### src/design/mpk_pkg.sv
package mpk_pkg;

    localparam int unsigned OP_W    = 3;
    localparam int unsigned SIZE_W  = 32;
    localparam int unsigned PRICE_W = 40;
    localparam int unsigned BID_W   = 40;
    localparam int unsigned ASK_W   = 63;
    localparam int unsigned WORD_W  = 64;
    localparam int unsigned MARGIN_W = 32;
    localparam int unsigned DIR_W   = 2;
    localparam int unsigned CFG_IDX_W = 1;

    localparam logic [OP_W-1:0] OP_HOLD    = 3'd0;
    localparam logic [OP_W-1:0] OP_RELEASE = 3'd1;
    localparam logic [OP_W-1:0] OP_TRADE   = 3'd2;
    localparam logic [OP_W-1:0] OP_FUTURES = 3'd3;
    localparam logic [OP_W-1:0] OP_CHECK   = 3'd4;
    localparam logic [OP_W-1:0] OP_EST     = 3'd5;
    localparam logic [OP_W-1:0] OP_RESET   = 3'd6;
    localparam logic [OP_W-1:0] OP_INIT    = 3'd7;

    localparam logic [DIR_W-1:0] DIR_EMPTY = 2'd0;
    localparam logic [DIR_W-1:0] DIR_LONG  = 2'd1;
    localparam logic [DIR_W-1:0] DIR_SHORT = 2'd2;

    localparam logic [CFG_IDX_W-1:0] REG_MARGIN_BUY  = 1'b0;
    localparam logic [CFG_IDX_W-1:0] REG_MARGIN_SELL = 1'b1;

    localparam logic [ASK_W-1:0] ASK_UNKNOWN = {ASK_W{1'b1}};

    // One classified event as it travels from the front end to the back end.
    typedef struct packed {
        logic [OP_W-1:0]    op;
        logic               side;
        logic [SIZE_W-1:0]  size;
        logic [PRICE_W-1:0] price;
        logic               bid_ok;
        logic               ask_ok;
        logic               uses_mult;
        logic [BID_W-1:0]   bid;
        logic [ASK_W-1:0]   ask;
    } cmd_t;

endpackage

### src/design/mpk_queue.sv
module mpk_queue #(
    parameter int unsigned DEPTH = 2
) (
    input  logic          aclk,
    input  logic          aresetn,
    input  logic          push,
    input  mpk_pkg::cmd_t push_cmd,
    output logic          full,
    input  logic          pop,
    output mpk_pkg::cmd_t pop_cmd,
    output logic          empty
);

    localparam int unsigned AW = $clog2(DEPTH);
    localparam int unsigned CW = $clog2(DEPTH + 1);

    mpk_pkg::cmd_t mem [DEPTH];
    logic [AW-1:0] wr_ptr_reg, wr_ptr_next;
    logic [AW-1:0] rd_ptr_reg, rd_ptr_next;
    logic [CW-1:0] count_reg, count_next;

    assign full    = (count_reg == CW'(DEPTH));
    assign empty   = (count_reg == '0);
    assign pop_cmd = mem[rd_ptr_reg];

    always_comb begin
        wr_ptr_next = wr_ptr_reg;
        rd_ptr_next = rd_ptr_reg;
        count_next  = count_reg;
        if (push) begin
            wr_ptr_next = (wr_ptr_reg == AW'(DEPTH - 1)) ? '0 : wr_ptr_reg + 1'b1;
        end
        if (pop) begin
            rd_ptr_next = (rd_ptr_reg == AW'(DEPTH - 1)) ? '0 : rd_ptr_reg + 1'b1;
        end
        if (push && !pop) begin
            count_next = count_reg + 1'b1;
        end else if (pop && !push) begin
            count_next = count_reg - 1'b1;
        end
    end

    always_ff @(posedge aclk) begin
        if (push) begin
            mem[wr_ptr_reg] <= push_cmd;
        end
    end

    always_ff @(posedge aclk) begin
        if (!aresetn) begin
            wr_ptr_reg <= '0;
            rd_ptr_reg <= '0;
            count_reg  <= '0;
        end else begin
            wr_ptr_reg <= wr_ptr_next;
            rd_ptr_reg <= rd_ptr_next;
            count_reg  <= count_next;
        end
    end

endmodule

### config.mk
export PLATFORM = sky130hd
export DESIGN_NAME = mpk_queue
export DESIGN_NICKNAME = d
export VERILOG_FILES = /design/src/design/mpk_pkg.sv /design/src/design/mpk_queue.sv
export SDC_FILE = /design/constraint.sdc
export NUM_CORES = 1
export LEC_CHECK = 0
export BUFFER_PORTS_ARGS = -buffer_cell sky130_fd_sc_hd__buf_2
export CAP_MARGIN = 20
export CORE_MARGIN = 3
export CORE_UTILIZATION = 50
export DETAILED_ROUTE_END_ITERATION = 10
export PLACE_DENSITY = 0.85
export SLEW_MARGIN = 10
export SYNTH_ARGS = -nofsm -noshare
export SYNTH_HDL_FRONTEND = slang
export SYNTH_SLANG_ARGS = --single-unit
### constraint.sdc
create_clock -name aclk -period 12.7 [get_ports aclk]
set_clock_uncertainty 0.15 [all_clocks]
set_input_delay 1.905 -clock aclk [delete_from_list [all_inputs] [get_ports aclk]]
set_output_delay 1.905 -clock aclk [all_outputs]
set_load 0.005 [all_outputs]
==> run summary, run 1 <==
The run finished with clean final reports. The residual DRC count is 0. For this design, the slowest cell found on the critical path is buf_4. The overall global routing resource usage came out at around 17%.

The power density over the cells is ~160 mW/mm^2. The number of setup buffers added after CTS is 0. Wires add up to around 26000 um.

The met2 layer wire length in the routed design came out at between 10000 and 15000 um. The first-pass GRT wire length came out at around 38000 um. After layout, the worst path uses between 30% and 40% of the clock period.

The number of top-level pins is 370. The number of antenna violations at the first check in global routing came out at 2. The count of flip-flops with a built-in enable after synthesis is about 360. TritonCTS built the clock tree.

Once the clock tree was built, the resizer swapped 0 gates to a different size. The average cell area after synthesis is about 23 um^2. The hold buffer count at cts came out at 0.

Combinational logic is responsible for approximately 8.6% of the overall power. The maximum buffer depth of the clock tree is 3. The max-slew violation count came out at 0. Setup repair after global routing left no endpoint under its margin. The count of buffers inserted at the top-level ports is around 370. The maximum number of pins on one net before global-route repair came out at a little over 80. The estimated wirelength of the detail-placed design is 17030 um.

The warning count from the yosys run came out at 0. The prevailing post-synth register cell is edfxtp_1. The combined area of all synthesized cells is 0.01342 mm^2. The buffer type at the clock tree root is clkbuf_16.

Routed signal wires occupy layers up through met5. The endpoint required time on the critical path came out at roughly 11000 ps. The total met3 wirelength after detailed routing came out at approximately 2200 um. The clock latency reported for the late side of the worst-skew pair came out at around 480 ps. Along the worst path, the maximum fanout reaches 81. The net count after synthesis came out at slightly below 800.

The die outline area came out at 0.02885 mm^2. At the worst endpoint, the arrival time is 2720 ps. Summed over all nets, the switching power comes to around 550 uW. The sequential cell area fraction in the yosys report is between 80% and 90%. In this run the worst hold path is classified as reg2reg. In the final routed layout, each cell accounts on average for about 19 um. After the last flow step, the layout net total stands at 1169. In this run the horizontal extent of the chip is around 170 um. The final estimated routing congestion in global placement is 0.7328. Clock-pin slew was measured on the worst setup and hold paths at ~60 ps. The setup TNS is 0 ps. Cell internal power was estimated by the tool at approximately 2200 uW. Cells fill 63.98% of the core in the end. The worst setup path is of the reg2out kind. The actual transition at the worst max-transition pin came out at ~1100 ps. The number of rows created at floorplan came out at 59.

The fraction of synthesis flops using an asynchronous set or reset pin came out at 0%. The clock sink count is 369. The die extent in y is between 150 and 200 um. The detailed-route via count came out at between 6000 and 7000.

The tool flagged a number of max-cap violations equal to 0. Setup violations remaining at the end of the flow were counted as 0. The number of DRC markers in iteration 0 came out at between 400 and 500. Across the VDD grid, the largest voltage drop is about 0.00015 V. The final count of hold timing violations came out at 0. The sum of routed wire segments on met1 came out at just over 9000 um. The count of antenna-violating nets left after detailed routing came out at 0. The H-tree was split into 2 levels. Walking the worst path, the cells encountered are buf_4 -> mux2_2 -> buf_2. The first TritonRoute pass finished after 4 iterations. The post-layout minimum cycle time came out at 4772 ps.

Summed over all cells, the static leakage comes to around 0.0063 uW. The fraction of layout instances using a drive strength above 1 came out at 61.11%. Per report_power, the sequential group accounts for between 50% and 60% of the total. The worst setup path is captured at an output pin.

The total power of the final layout came out at about 2800 uW. In this run, the clock network consumes approximately 40% of the power. The critical path startpoint category is a flip-flop. The flip-flop count of the largest register after layout is around 360. The via count of the first global-routing pass is 7195. The largest stage delay on the critical path came out at between 800 and 900 ps.

The number of distinct library cells after synthesis is 16. The total global routing overflow came out at 0. In this run the standard cell core region covers 0.02621 mm^2. The gate count of the mapped netlist came out at about 600.

The upper clock frequency limit came out at around 210 MHz. The starting utilization of the core area came out at 51.22%. The post-detailed-route via-to-cell ratio came out at roughly 5.1. The number of buffers created by CTS is 37. The worst slew margin relative to its limit is between 20% and 30%. The synthesis-to-finish area growth is 24.90%. The flop and latch count out of synthesis is 369. Of the total power, the share spent switching nets is between 10% and 20%.
## layout by cell type, fill, tap and decap left out, drive strengths merged, types with 2 or more instances in the layout
master / instances
and2: 4
buf: 375
bufinv: 6
clkbuf: 45
clkinv: 11
clkinvlp: 3
dfxtp: 5
edfxtp: 364
mux2: 182
nor2b: 2
xor2: 2
## per-layer routing
layer / GRT usage [%] / up-vias
met5: 0 / -
met4: 5.156 / 2
met3: 5.366 / 52
met2: 30.32 / 292
met1: 19.21 / 3325
li1: - / 3145
## worst max-delay path: cells and delay by family (launching register included)
kind | cells | cell delay (ps)
buffers and inverters | 2 | 1000
flip-flops | 1 | 700
multiplexers | 1 | 440
## power groups by stage
| stage | clock, uW | combinational [uW] | sequential [uW] |
|---|---|---|---|
| floorplan | 0 | 135 | 1460 |
| global placement | 0 | 234 | 1450 |
| detailed placement | 0 | 239 | 1450 |
| CTS | 1120 | 241 | 1430 |
| global route | 1170 | 257 | 1430 |
| finish | 1090 | 237 | 1430 |
## synthesized netlist by cell type, drive strengths merged, types with 2 or more instances
cell type | number | area share [%]
edfxtp | 364 | 81
mux2 | 182 | 15
buf | 20 | 1.7
dfxtp | 5 | 0.75
and2 | 4 | 0.19
nor2b | 2 | 0.093
xor2 | 2 | 0.13
## stage by stage
step | hold WS [ps] | worst slack [ps] | cell area, um^2 | std cells
6_report | 359.4 | 7928 | 16770 | 1344
4_1_cts | 361.9 | 7857 | 16760 | 1343
3_3_place_gp | 327.2 | 8389 | 15520 | 1278
2_1_floorplan | 316.2 | 2010 | 13420 | 588
5_1_grt | 371.1 | 7751 | 16770 | 1344
3_5_place_dp | 353.1 | 8371 | 15520 | 1278
## worst paths after layout
check,startpoint,to,slack [ps],cells past startpoint
max,flip-flop,pop_cmd[172],7930,3
min,count_reg[1],count_reg[1],360,2
max reg2reg,wr_ptr_reg,mem[0][8],10080,2
min reg2reg,count_reg[1],count_reg[1],360,2
## cell type report
cell class / instances / area (um^2)
flip-flops and latches: 369 / 11030
fillers: 1767 / 9439
multi-input cells: 198 / 2175
repair buffers: 375 / 1892
clock buffers: 45 / 985.9
well taps: 335 / 419.2
clock inverters: 20 / 255.2
inverters: 1 / 3.754
diodes: 1 / 2.502
## kinds of logic (layout without fill, tap and decap cells)
family	after synthesis	count (layout)	share of synthesized area, %
AOI/OAI and AO/OA	3	3	0.1491
buffers and inverters	21	441	1.706
xor gates and xnor gates	3	3	0.1958
DFF	369	369	82.17
other	0	1	0
and+or+nand+nor	9	9	0.4194
muxes	182	182	15.27
adders and majority gates	1	1	0.09319
Power figures use the tool's default switching activity.
==> inputs of run 2 (changes only) <==
==> constraint.sdc (replaced) <==
create_clock -name aclk -period 4.9 [get_ports aclk]
set_clock_uncertainty 0.15 [all_clocks]
set_input_delay 0.735 -clock aclk [delete_from_list [all_inputs] [get_ports aclk]]
set_output_delay 0.735 -clock aclk [all_outputs]
set_load 0.005 [all_outputs]
==> run summary, run 2 (same netlist as run 1, synthesis figures left out) <==
The run finished with clean final reports. The final count of hold timing violations is 0 (unchanged). The number of max-cap violations is 0 (unchanged). The placed cell count came out at 1278 (unchanged).

The die extent in y was 169.9 um (unchanged). The clock sink count came to 369 (unchanged). The total global routing overflow was 0 (unchanged). The number of DRC markers in iteration 0 was 478 (+4.8%). The detail-routed net length per standard cell is 19.78 um (+4.2%).

The number of buffers added for setup after CTS came out at 0 (unchanged). The die outline area is 0.02885 mm^2 (unchanged). The via count of the first global-routing pass is 7284 (+1.2%). The first-pass GRT wire length came out at 39140 um (+2.8%). The number of gates given a new drive strength after cts is 0 (unchanged). The count of antenna-violating nets left after detailed routing came to 0 (unchanged). The endpoint required time on the critical path is 4010 ps (-6630 ps). The worst slew margin relative to its limit came out at 31.11% (+3.6 points).

The number of rows created at floorplan is 59 (unchanged). Of the available clock period, the critical path in the final layout requires a little under two thirds. TritonCTS built the clock tree. The setup TNS came to 0 ps (unchanged). The top fanout value on the critical path is 182 (+120%). The final-report setup violation count is 0 (unchanged). The synthesis-to-finish area growth came out at 23.91%. The residual DRC count came out at 0 (unchanged).

Setup repair after global routing left no endpoint under its margin. The count of buffers inserted at the top-level ports came out at 369 (unchanged). The starting utilization of the core area came out at 51.22% (unchanged). Clock tree synthesis selected as its root buffer the cell clkbuf_16.

The final estimated routing congestion in global placement is 0.7714 (+5.3%). The setup path with the least slack is of type reg2out. STA classifies the critical path startpoint as a flip-flop. The number of antenna violations at the first check in global routing came out at 8 (+6). The actual transition at the worst max-transition pin is 1033 ps (-54.25 ps).

On the critical path, the stage with the largest delay is an instance of buf_12. The overall global routing resource usage came out at 17.58% (+0.75 points). The layout net count is 1169 (unchanged). The signal on the critical path passes through buf_12 -> mux2_2 -> buf_2. The number of top-level pins is 370 (unchanged). The estimated wirelength of the detail-placed design is 17500 um (+2.8%).

On the critical path the largest part of the delay comes from buffers and inverters. The post-layout minimum cycle time is about 3100 ps. The leakage power figure came out at 0.006204 uW (-1.3%).

The chip width was 169.9 um (unchanged). The core footprint came out at 0.02621 mm^2 (unchanged). The detailed-route via count came out at 6889 (+1.1%).

The final hold slack came out at 275.8 ps (-83.67 ps). The endpoint arrival time on the critical path is 2240 ps (-480 ps). The sort of element at the end of the critical path is an output pin. The clock-pin slew on the worst setup and hold paths is 60 ps (about the same).

The hold buffer count at cts came out at 0 (unchanged). The maximum buffer depth of the clock tree came out at 3 (unchanged). The upper clock frequency limit is between 300 and 400 MHz. The power density over the cells came out at 409.4 mW/mm^2 (+150%).

The first-pass iteration count of the detailed router came to 4 (unchanged). The most common cell after layout, fill and taps aside is buf_2. The maximum number of pins on one net before global-route repair is 183 (+120%). The filler cell count came out at 1800 (+1.9%). The layer flagged by global routing as most heavily used is met2. In this run the worst hold path is classified as in2reg. The final cell count without fillers came to 1341 (-0.22%). The number of buffers created by CTS came out at 37 (unchanged). The post-detailed-route via-to-cell ratio came out at 5.137 (+1.3%). The fraction of layout instances using a drive strength above 1 came out at 60.44% (-0.67 points). The met1 global-route usage is 19.72% (+0.51 points). The sum of buffers and inverters on the critical path is 2 (unchanged). The met2 demand-to-capacity share in global routing is 30.62% (+0.30 points). The routing usage on met3 came out at 6.318% (+0.95 points).

The routed wire length came out at 26520 um (+3.9%). The max-slew violation count came out at 0 (unchanged). In the layout the commonest cells are buf_2, edfxtp_1, mux2_2, clkbuf_16, clkbuf_1. The number of levels the H-tree was split into is 2 (unchanged). The worst-case vdd ir drop is 0.0003954 V (+160%). The final standard cell utilization of the core came out at 63.47% (-0.51 points). The largest stage delay on the critical path was 640 ps (-230 ps). The flip-flop count of the largest register after layout came out at 364 (unchanged). The clock latency reported for the late side of the worst-skew pair came out at 490 ps (about the same).
==> run 2: changes by cell type in the layout (fill, tap and decap cells not counted), sizes merged <==
| cell | delta |
|---|---|
| bufinv | -5 |
| clkbuf | +2 |
| clkinv | -3 |
| clkinvlp | -1 |
| diode | +4 |
==> run 2: through the flow <==
stage / setup slack [ps] / cell area, um^2 / total power, uW
after floorplan: 843.6 / 13430 / 4104
after global placement: 2313 / 15570 / 4375
after detailed placement: 2300 / 15570 / 4401
after CTS: 1792 / 16620 / 6898
after global routing: 1678 / 16630 / 7078
final: 1777 / 16630 / 6811
==> run 2: path summary, 6_finish.rpt <==
check / cells after the start / slack [ps] / from / end
worst max-delay path: 3 / 1780 / flip-flop / pop_cmd[5]
worst min-delay path: 1 / 280 / push_cmd[92] / mem[0][92]
worst max register to register: 2 / 2830 / wr_ptr_reg / mem[1][141]
worst min register to register: 2 / 390 / count_reg[1] / count_reg[1]
==> run 2: power by group <==
group          leakage [uW]  total (uW)  switching (uW)  internal [uW]
sequential          0.00346        3690            37.1           3650
clock              0.000504        2480            1050           1430
combinational       0.00224         639             314            325
==> run 2: final cells by class <==
| type | instances | area, um^2 | area share [%] |
|---|---|---|---|
| Inverter | 1 | 3.754 | 0.02257 |
| Clock buffer | 47 | 963.4 | 5.792 |
| Timing Repair Buffer | 375 | 1942 | 11.67 |
| Clock inverter | 11 | 83.83 | 0.5040 |
| Sequential cell | 369 | 11030 | 66.34 |
| Multi-Input combinational cell | 198 | 2175 | 13.07 |
| Tap cell | 335 | 419.2 | 2.520 |
| Antenna cell | 5 | 12.51 | 0.07522 |
==> run 2: per-layer routing <==
layer | wire length, um | vias to the layer above | part of all wire (%)
li1 | - | 3128 | -
met4 | 919 | 6 | 3.5
met5 | 50 | - | 0.19
met3 | 2536 | 71 | 9.6
met1 | 9395 | 3393 | 35
met2 | 13620 | 291 | 51
==> run 2: worst reg2reg max path, stage by stage (launching register included) <==
cell     delay (ps)
dfxtp_1         380
and2_4          580
buf_4           570
