===== src/design/mpk_pkg.sv =====
package mpk_pkg;

    localparam int unsigned OP_W    = 3;
    localparam int unsigned SIZE_W  = 32;
    localparam int unsigned PRICE_W = 40;
    localparam int unsigned BID_W   = 40;
    localparam int unsigned ASK_W   = 63;
    localparam int unsigned WORD_W  = 64;
    localparam int unsigned MARGIN_W = 32;
    localparam int unsigned DIR_W   = 2;
    localparam int unsigned CFG_IDX_W = 1;

    localparam logic [OP_W-1:0] OP_HOLD    = 3'd0;
    localparam logic [OP_W-1:0] OP_RELEASE = 3'd1;
    localparam logic [OP_W-1:0] OP_TRADE   = 3'd2;
    localparam logic [OP_W-1:0] OP_FUTURES = 3'd3;
    localparam logic [OP_W-1:0] OP_CHECK   = 3'd4;
    localparam logic [OP_W-1:0] OP_EST     = 3'd5;
    localparam logic [OP_W-1:0] OP_RESET   = 3'd6;
    localparam logic [OP_W-1:0] OP_INIT    = 3'd7;

    localparam logic [DIR_W-1:0] DIR_EMPTY = 2'd0;
    localparam logic [DIR_W-1:0] DIR_LONG  = 2'd1;
    localparam logic [DIR_W-1:0] DIR_SHORT = 2'd2;

    localparam logic [CFG_IDX_W-1:0] REG_MARGIN_BUY  = 1'b0;
    localparam logic [CFG_IDX_W-1:0] REG_MARGIN_SELL = 1'b1;

    localparam logic [ASK_W-1:0] ASK_UNKNOWN = {ASK_W{1'b1}};

    // One classified event as it travels from the front end to the back end.
    typedef struct packed {
        logic [OP_W-1:0]    op;
        logic               side;
        logic [SIZE_W-1:0]  size;
        logic [PRICE_W-1:0] price;
        logic               bid_ok;
        logic               ask_ok;
        logic               uses_mult;
        logic [BID_W-1:0]   bid;
        logic [ASK_W-1:0]   ask;
    } cmd_t;

endpackage


===== src/design/mpk_front.sv =====
module mpk_front (
    input  logic                          s_valid,
    output logic                          s_ready,
    input  logic [mpk_pkg::OP_W-1:0]      s_opcode,
    input  logic                          s_side,
    input  logic [mpk_pkg::SIZE_W-1:0]    s_size,
    input  logic [mpk_pkg::PRICE_W-1:0]   s_price,
    input  logic                          s_price_record_present,
    input  logic [mpk_pkg::BID_W-1:0]     s_last_bid,
    input  logic [mpk_pkg::ASK_W-1:0]     s_last_ask,
    input  logic                          q_full,
    output logic                          q_push,
    output mpk_pkg::cmd_t                 q_cmd
);

    // Decide up front whether the market prices can be used for an estimate
    // and whether the event needs the multiplier at all.
    always_comb begin
        q_cmd.op        = s_opcode;
        q_cmd.side      = s_side;
        q_cmd.size      = s_size;
        q_cmd.price     = s_price;
        q_cmd.bid_ok    = s_price_record_present && (s_last_bid != '0);
        q_cmd.ask_ok    = s_price_record_present && (s_last_ask != mpk_pkg::ASK_UNKNOWN);
        q_cmd.uses_mult = (s_opcode == mpk_pkg::OP_TRADE) || (s_opcode == mpk_pkg::OP_FUTURES)
                       || (s_opcode == mpk_pkg::OP_CHECK) || (s_opcode == mpk_pkg::OP_EST);
        q_cmd.bid       = s_last_bid;
        q_cmd.ask       = s_last_ask;
    end

    assign s_ready = !q_full;
    assign q_push  = s_valid && !q_full;

endmodule


===== config.mk =====
export PLATFORM = sky130hd
export DESIGN_NAME = mpk_front
export DESIGN_NICKNAME = d
export VERILOG_FILES = /design/src/design/mpk_pkg.sv /design/src/design/mpk_front.sv
export SDC_FILE = /design/constraint.sdc
export NUM_CORES = 1
export LEC_CHECK = 0
export BUFFER_PORTS_ARGS = -buffer_cell sky130_fd_sc_hd__buf_4
export CAP_MARGIN = 10
export CORE_AREA = 4 4 139 141
export DETAILED_ROUTE_END_ITERATION = 8
export DIE_AREA = 0 0 143 145
export SLEW_MARGIN = 0
export SYNTH_ARGS = -nofsm -noshare
export SYNTH_HDL_FRONTEND = slang
export SYNTH_SLANG_ARGS = --single-unit

===== constraint.sdc =====
create_clock -name vclk -period 1.7
set_input_delay 0.17 -clock vclk [all_inputs]
set_output_delay 0.17 -clock vclk [all_outputs]
set_load 0.05 [all_outputs]

==> results of run 1 <==
-- per-stage QoR --
stage,hold slack [ps],std cells,area (um^2)
global placement,340.3,492,2217
CTS,340.3,492,2217
detailed placement,340.3,492,2217
floorplan,507.1,218,1593
finish,340.0,492,2230
global route,340.1,492,2230
-- worst paths after layout --
path	to	slack (ps)	depth (start not counted)
max	q_cmd[105]	130	6
min	q_cmd[151]	340	0
-- layout by cell type (no fill, tap or decap), drive strengths merged --
cell type | synthesis | layout
and2 | 1 | 1
buf | 179 | 224
inv | 1 | 1
nand2 | 1 | 1
nand3 | 1 | 1
nand4 | 18 | 18
nor2b | 1 | 1
nor4 | 14 | 14
o31a | 1 | 1
xor2 | 1 | 1
-- kinds of logic after synthesis --
kind of cell / after synthesis / synth area share
xor+xnor: 1 / 0.005500
buf+inv: 180 / 0.8460
simple gates: 36 / 0.1430
compound gates: 1 / 0.005500
-- area by class of cell --
class	instances	area, um^2
inverters	1	3.754
repair buffers	224	1682
well taps	229	286.5
multi-input cells	38	257.7
fillers	2060	15730
-- power by group through the flow --
stage / sequential (W) / combinational, W / clock, W
finish: 0 / 0.000986 / 0
global route: 0 / 0.00102 / 0
CTS: 0 / 0.000995 / 0
detailed placement: 0 / 0.000993 / 0
global placement: 0 / 0.000992 / 0
floorplan: 0 / 0.00118 / 0
-- layer usage --
metal | part of all wire | wire [um] | vias up
met5 | 0 | 0 | -
met4 | 0.049 | 350 | 0
met3 | 0.17 | 1228 | 34
met2 | 0.48 | 3431 | 169
met1 | 0.30 | 2148 | 587
li1 | - | - | 634
==> reports/metrics.yaml, run 1 <==
status: "completed"
grt_pass1_vias: 1410
syn2layout_area_growth_pct: 39.98
ctsHoldBuffers: 0
crit_slowest_cell: "nor4_1"
gr-usage-met2: 0.1003
totalWireLength_um: 7159
grt_first_pass_wirelength_um: 8921
wl_per_cell_um: 14.55
fin_util: 0.1241
path_cells: "buf_4 -> nor4_1 -> buf_4 -> nand2_1 -> o31a_1 -> buf_4"
end_kind: "output port"
worstPathRequired_ps: 1530
sequentialPowerShare: 0
vdd_drop_max_v: 0.0001179
grtUsageMet1: 0.05422
slew_headroom: 0.6835
yosysMostFrequentCell: "buf_4"
antennaDiodeCount: 0
busiest_layer: "met2"
drive_above_1_share: 0.8631
crit_start: "s_last_bid[8]"
tns_ps: 0
p_sw_frac: 0.6510
synth_top_area_frac: 0.8437
routed_via_density: 2.894
power.density_cell_area_nw_per_um2: 442.3
cts_resized: 0
boundaryPins: 366
setup.worst_path.class: "in -> out"
p_total_w: 0.0009862
max_stage_delay_ps: 450
core-area_um2: 17960
synth_cell_type_count: 11
cts_setup_buffers: 0
p_leak_nw: 1.112
drtPass1Iterations: 4
setup_viol: 0
pwr-share-clk: 0
crit_fanout: 2
drv_slew: 0
critPathTopFamily: "buffers and inverters"
grt_max_degree: 3
pre_cts_ws_ps: 45.50
switchingPower_w: 0.0006421
syn_avg_cell_area_um2: 7.306
syn_area_um2: 1593
synth_area_leaders: "buf_4 (84%), nand4_1 (7.1%), nor4_1 (5.1%)"
use_met3: 0.02962
start_util: 0.08867
final_nets: 447
hold_class: "in -> out"
fin_ws_ps: 131.6
hold_viol: 0
drtAntennaViolNets: 0
yosys_warnings: 0
crit_buf_inv: 3
antenna_found_initial: 0
drc: 0
start_kind: "input pin"
tightest_slew_ps: 470.5
ys_seq_area_frac: 0
grt.overflow.total: 0
seq_area_um2: 0
vias: 1424
clkbuf_count: 0
worstPathArrival_ps: 1400
design.seq.count: 0
synthTopCellsByCount: "buf_4 (179), nand4_1 (18), nor4_1 (13)"
hp-start: "s_size[5]"
cap_violations: 0
fin_crit_sh: 0.9226
die_w_um: 143
synthCells: 218
fin_crit_ps: 1568
yosysTopAreaCell: "buf_4"
die-area_um2: 20740
core.rowCount: 49
synth_nets: 400
combPwrFrac: 1.000
fmax_mhz: 637.6
drt_iter0_drc: 17
grt_use_total: 0.05669
rsz0062_at_grt: "no"
portBuffers: 218
die_h_um: 145
power.internal_w: 0.0003441
place_congestion: 0.7080
critPathMostFrequentCell: "buf_4"
Note: power is estimated with default switching activity, not from simulation.
==> inputs of run 2 (changes only) <==
==> constraint.sdc (replaced) <==
create_clock -name vclk -period 1.7
set_input_delay 0.17 -clock vclk [all_inputs]
set_output_delay 0.17 -clock vclk [all_outputs]
set_load 0.01 [all_outputs]
==> run 2 against run 1 <==
Net effect: clock-buffer cell count stayed put; wire length is 0.75% higher; total power is 44% lower; global-route usage is 0.067 points higher; worst hold slack hardly changed; critical path type unchanged.
==> reports/metrics.yaml, run 2 (synthesized netlist as in run 1, its figures left out) <==
hold_viol: 0  # unchanged
pre_cts_ws_ps: 134.3  # +88.81 ps
drtPass1Iterations: 4  # unchanged
antenna_found_initial: 0  # unchanged
drive_above_1_share: 0.8588  # -0.004339
dp_hpwl_um: 6803
rsz0062_at_grt: "no"
drtAntennaViolNets: 0  # unchanged
drv_slew: 0  # unchanged
crit_fanout: 2  # unchanged
boundaryPins: 366  # unchanged
wl_per_cell_um: 14.69  # +0.96%
die-area_um2: 20740  # unchanged
dpl-instance-area_um2: 2210  # -0.34%
layout.cells.most_common: "buf_4"
drt_iter0_drc: 18  # +1
tns_ps: 0  # unchanged
sequentialPowerShare: 0  # unchanged
routed_via_density: 2.908  # +0.49%
grt_pass1_vias: 1444  # +2.4%
clkbuf_count: 0  # unchanged
setup_viol: 0  # unchanged
die_w_um: 143  # unchanged
grt_use_total: 0.05737  # +0.0006733
portBuffers: 218  # unchanged
syn2layout_area_growth_pct: 39.12
seq_area_um2: 0  # unchanged
design.seq.count: 0  # unchanged
fill_cells: 2078  # +0.87%
hold_class: "in -> out"
switchingPower_w: 0.0002192  # -66%
fin_crit_sh: 0.9111  # -0.01153
grt.overflow.total: 0  # unchanged
slew_headroom: 0.6662  # -0.01724
combPwrFrac: 1.000  # about the same
grt_max_degree: 3  # unchanged
grt_first_pass_wirelength_um: 9114  # +2.2%
fmax_mhz: 645.6  # +1.3%
core.rowCount: 49  # unchanged
end_kind: "output port"
fin_ws_ps: 151.2  # +19.60 ps
worstPathArrival_ps: 1380  # -20 ps
fin_crit_ps: 1549  # -19.60 ps
antennaDiodeCount: 0  # unchanged
start_kind: "input pin"
vdd_drop_max_v: 0.00006103  # -48%
power.internal_w: 0.0003321  # -3.5%
worstPathRequired_ps: 1530  # about the same
power.density_cell_area_nw_per_um2: 248.8  # -44%
setup.worst_path.class: "in -> out"
die_h_um: 145  # unchanged
p_leak_nw: 1.106  # -0.53%
final_area_um2: 2216  # -0.62%
start_util: 0.08867  # unchanged
pwr-share-clk: 0  # unchanged
ctsHoldBuffers: 0  # unchanged
totalWireLength_um: 7213  # +0.75%
layout_common_cells: "buf_4 (223), nand4_1 (18), nor4_1 (12), nor4_2 (2)"
place_congestion: 0.7100  # +0.28%
tightest_slew_ps: 496.1  # +25.62 ps
vias: 1428  # +0.28%
core-area_um2: 17960  # unchanged
p_sw_frac: 0.3976  # -0.2534
status: "completed"
final_nets: 446  # -0.22%
drc: 0  # unchanged
cap_violations: 0  # unchanged
run 2: cell types whose count changed in the layout (fill, tap and decap cells not counted):
cell | before | now
buf_4 | 224 | 223
nor4_1 | 11 | 12
nor4_2 | 3 | 2
run 2: through the flow:
stage               hold WS (ps)  utilization  total power (W)  std cells
floorplan                  383.5            -        0.0004537        218
global placement           340.1       0.1230        0.0005566        491
detailed placement         340.1       0.1230        0.0005595        491
CTS                        340.1       0.1230        0.0005610        491
global route               340.0       0.1234        0.0005901        491
finish                     340.0       0.1234        0.0005513        491
run 2: cell type report:
cell class,instances,area [um^2],share of cell area
Tap cell,229,286.5,0.1293
Timing Repair Buffer,223,1674,0.7555
Inverter,1,3.754,0.001694
Multi-Input combinational cell,38,251.5,0.1135
run 2: worst paths after layout:
| kind | end | slack [ps] | depth (start not counted) | start |
|---|---|---|---|---|
| max | q_cmd[105] | 150 | 6 | s_last_bid[8] |
| min | q_cmd[151] | 340 | 0 | s_size[5] |
run 2: power by group through the flow:
stage	Combinational (W)	Sequential [W]	Clock (W)
global placement	0.000557	0	0
CTS	0.000561	0	0
global route	0.000590	0	0
detailed placement	0.000560	0	0
finish	0.000551	0	0
floorplan	0.000454	0	0
run 2: metal layers:
| metal | part of all wire | global-route usage | vias up |
|---|---|---|---|
| li1 | - | - | 631 |
| met1 | 0.29 | 0.05343 | 598 |
| met2 | 0.48 | 0.1031 | 165 |
| met3 | 0.18 | 0.03027 | 34 |
| met4 | 0.049 | 0.02471 | 0 |
| met5 | 0 | 0 | - |
run 2: worst max-delay path, cell delays in order:
cell and delay, ps:
buf_4 110, nor4_1 470, buf_4 200, nand2_1 40, o31a_1 230, buf_4 140
run 2: repair_timing:
item	4_1_cts	5_1_grt
setup buffers	0	0
setup endpoints to repair	0	1
resized for setup	0	1
==> inputs of run 3 (changes only) <==
--- a/config.mk
+++ b/config.mk
@@ -5,11 +5,12 @@
 export SDC_FILE = /design/constraint.sdc
 export NUM_CORES = 1
 export LEC_CHECK = 0
+export ABC_AREA = 1
 export BUFFER_PORTS_ARGS = -buffer_cell sky130_fd_sc_hd__buf_4
 export CAP_MARGIN = 10
-export CORE_AREA = 4 4 139 141
+export CORE_AREA = 4 4 140 142
 export DETAILED_ROUTE_END_ITERATION = 8
-export DIE_AREA = 0 0 143 145
+export DIE_AREA = 0 0 144 146
 export SLEW_MARGIN = 0
 export SYNTH_ARGS = -nofsm -noshare
 export SYNTH_HDL_FRONTEND = slang
==> run 3 against run 2 <==
Net effect: area after synthesis rose by 10%; first-iteration DRC count grew 11%; global-route usage is 0.21 points lower; wire length is 2.2% lower; die area is 1.4% higher; worst setup slack better by 200 ps; via count is 14% higher; synthesized cell count rose by 32%; critical path depth up 4; design area increased by 6.0%; total power grew 2.1%; core utilization grew 0.39 points; largest cell class unchanged; highest routed layer unchanged.
==> reports/metrics.yaml, run 3 <==
status: "completed"
fin_crit_sh: 0.7909  # -0.1201
die_h_um: 146  # +0.69%
synthTopCellsByCount: "buf_4 (179), nand2_1 (52), nor2_1 (50)"
end_kind: "output port"
fin_ws_ps: 355.4  # +204.2 ps
worstPathArrival_ps: 1170  # -210 ps
grt_max_degree: 3  # unchanged
hold_class: "in -> out"
synth_nets: 469  # +17%
cap_violations: 0  # unchanged
seq_area_um2: 0  # unchanged
fmax_mhz: 743.7  # +15%
p_leak_nw: 1.226  # +11%
tightest_slew_ps: 203.6  # -292.5 ps
vdd_drop_max_v: 0.00005521  # -9.5%
die_w_um: 144  # +0.70%
drc: 0  # unchanged
core-area_um2: 18460  # +2.7%
portBuffers: 218  # unchanged
tns_ps: 0  # unchanged
use_met3: 0.02958  # -0.0006970
clkbuf_count: 0  # unchanged
cts_setup_buffers: 0  # unchanged
routed_via_density: 2.900  # -0.28%
start_util: 0.09512  # +0.006451
ys_seq_area_frac: 0  # unchanged
drv_slew: 0  # unchanged
start_kind: "input pin"
synth_area_leaders: "buf_4 (77%), nand2_1 (11%), nor2_1 (11%)"
antennaDiodeCount: 0  # unchanged
layout_common_cells: "buf_4 (219), nand2_1 (52), nor2_1 (50), inv_1 (4)"
synth_top_area_frac: 0.7655  # -0.07817
drtPass1Iterations: 4  # unchanged
layout.cells.most_common: "buf_4"
crit_fanout: 2  # unchanged
yosysMostFrequentCell: "buf_4"
yosysTopAreaCell: "buf_4"
power.density_cell_area_nw_per_um2: 239.6  # -3.7%
worstPathRequired_ps: 1530  # about the same
syn2layout_area_growth_pct: 33.78
die-area_um2: 21020  # +1.4%
dp_hpwl_um: 6667  # -2.0%
slew_headroom: 0.8637  # +0.1975
grt.overflow.total: 0  # unchanged
final_nets: 511  # +15%
ctsHoldBuffers: 0  # unchanged
drtAntennaViolNets: 0  # unchanged
drt_iter0_drc: 20  # +2
design.seq.count: 0  # unchanged
hold_viol: 0  # unchanged
syn_avg_cell_area_um2: 6.116  # -16%
fin_crit_ps: 1345  # -204.2 ps
synthCells: 287  # +32%
grt_first_pass_wirelength_um: 8928  # -2.0%
gr-usage-met2: 0.1008  # -0.002357
grtUsageMet1: 0.04829  # -0.005131
wl_per_cell_um: 12.57  # -14%
pre_cts_ws_ps: 229.5  # +95.17 ps
yosys_warnings: 0  # unchanged
drive_above_1_share: 0.6697  # -0.1891
busiest_layer: "met2"
core.rowCount: 50  # +2.0%
vias: 1627  # +14%
rsz0062_at_grt: "no"
antenna_found_initial: 0  # unchanged
grt_use_total: 0.05530  # -0.002063
setup_viol: 0  # unchanged
grt_pass1_vias: 1578  # +9.3%
syn_area_um2: 1755  # +10%
fill_cells: 2139  # +2.9%
synth_cell_type_count: 6  # -5
cts_resized: 0  # unchanged
boundaryPins: 366  # unchanged
place_congestion: 0.7202  # +1.4%
whs_path_depth: 0  # unchanged
totalWireLength_um: 7053  # -2.2%
setup.worst_path.class: "in -> out"
==> run 3: power by group <==
group          total [W]  leakage (nW)  internal (W)  switching, W
logic           0.000563          1.23      0.000339      0.000224
clock network          0             0             0             0
registers              0             0             0             0
==> run 3: routing by layer <==
layer  wire [um]  vias up
li1            -      765
met1        1980      637
met2        3433      185
met3        1264       40
met4         374        0
met5           0        -
==> run 3: path summary, 6_finish.rpt <==
kind                 startpoint          to
hold / removal       s_size[12]  q_cmd[158]
setup / recovery  s_last_ask[0]  q_cmd[104]
==> run 3: worst max-delay path, stage by stage <==
cell     delay [ps]
buf_4            90
nand2_1          40
nor2_1           90
buf_4           110
nand2_1          40
nor2_1          190
nand2_1         140
nor2_1          120
nor2_1           50
buf_4           140
==> run 3: stage by stage <==
step	utilization	total power, W	instance area [um^2]	instances	hold slack (ps)
after floorplan	-	0.0004771	1755	287	383.5
after global placement	0.1273	0.0005700	2349	561	340.1
after detailed placement	0.1273	0.0005732	2349	561	340.1
after CTS	0.1273	0.0005748	2349	561	340.1
after global routing	0.1273	0.0006094	2349	561	340.0
final	0.1273	0.0005628	2349	561	340.0
==> run 3: cells by family after synthesis <==
| group | count (synthesis) | synth area share |
|---|---|---|
| buffers and inverters | 183 | 0.7741 |
| AND/OR/NAND/NOR | 103 | 0.2210 |
| XOR/XNOR | 1 | 0.004990 |
==> run 3: area by class of cell <==
cell class | count | area, um^2 | area share
tap | 234 | 292.8 | 0.1247
timing repair buffer | 219 | 1644 | 0.7001
inverter | 4 | 15.01 | 0.006393
multi-input combinational | 104 | 396.6 | 0.1689
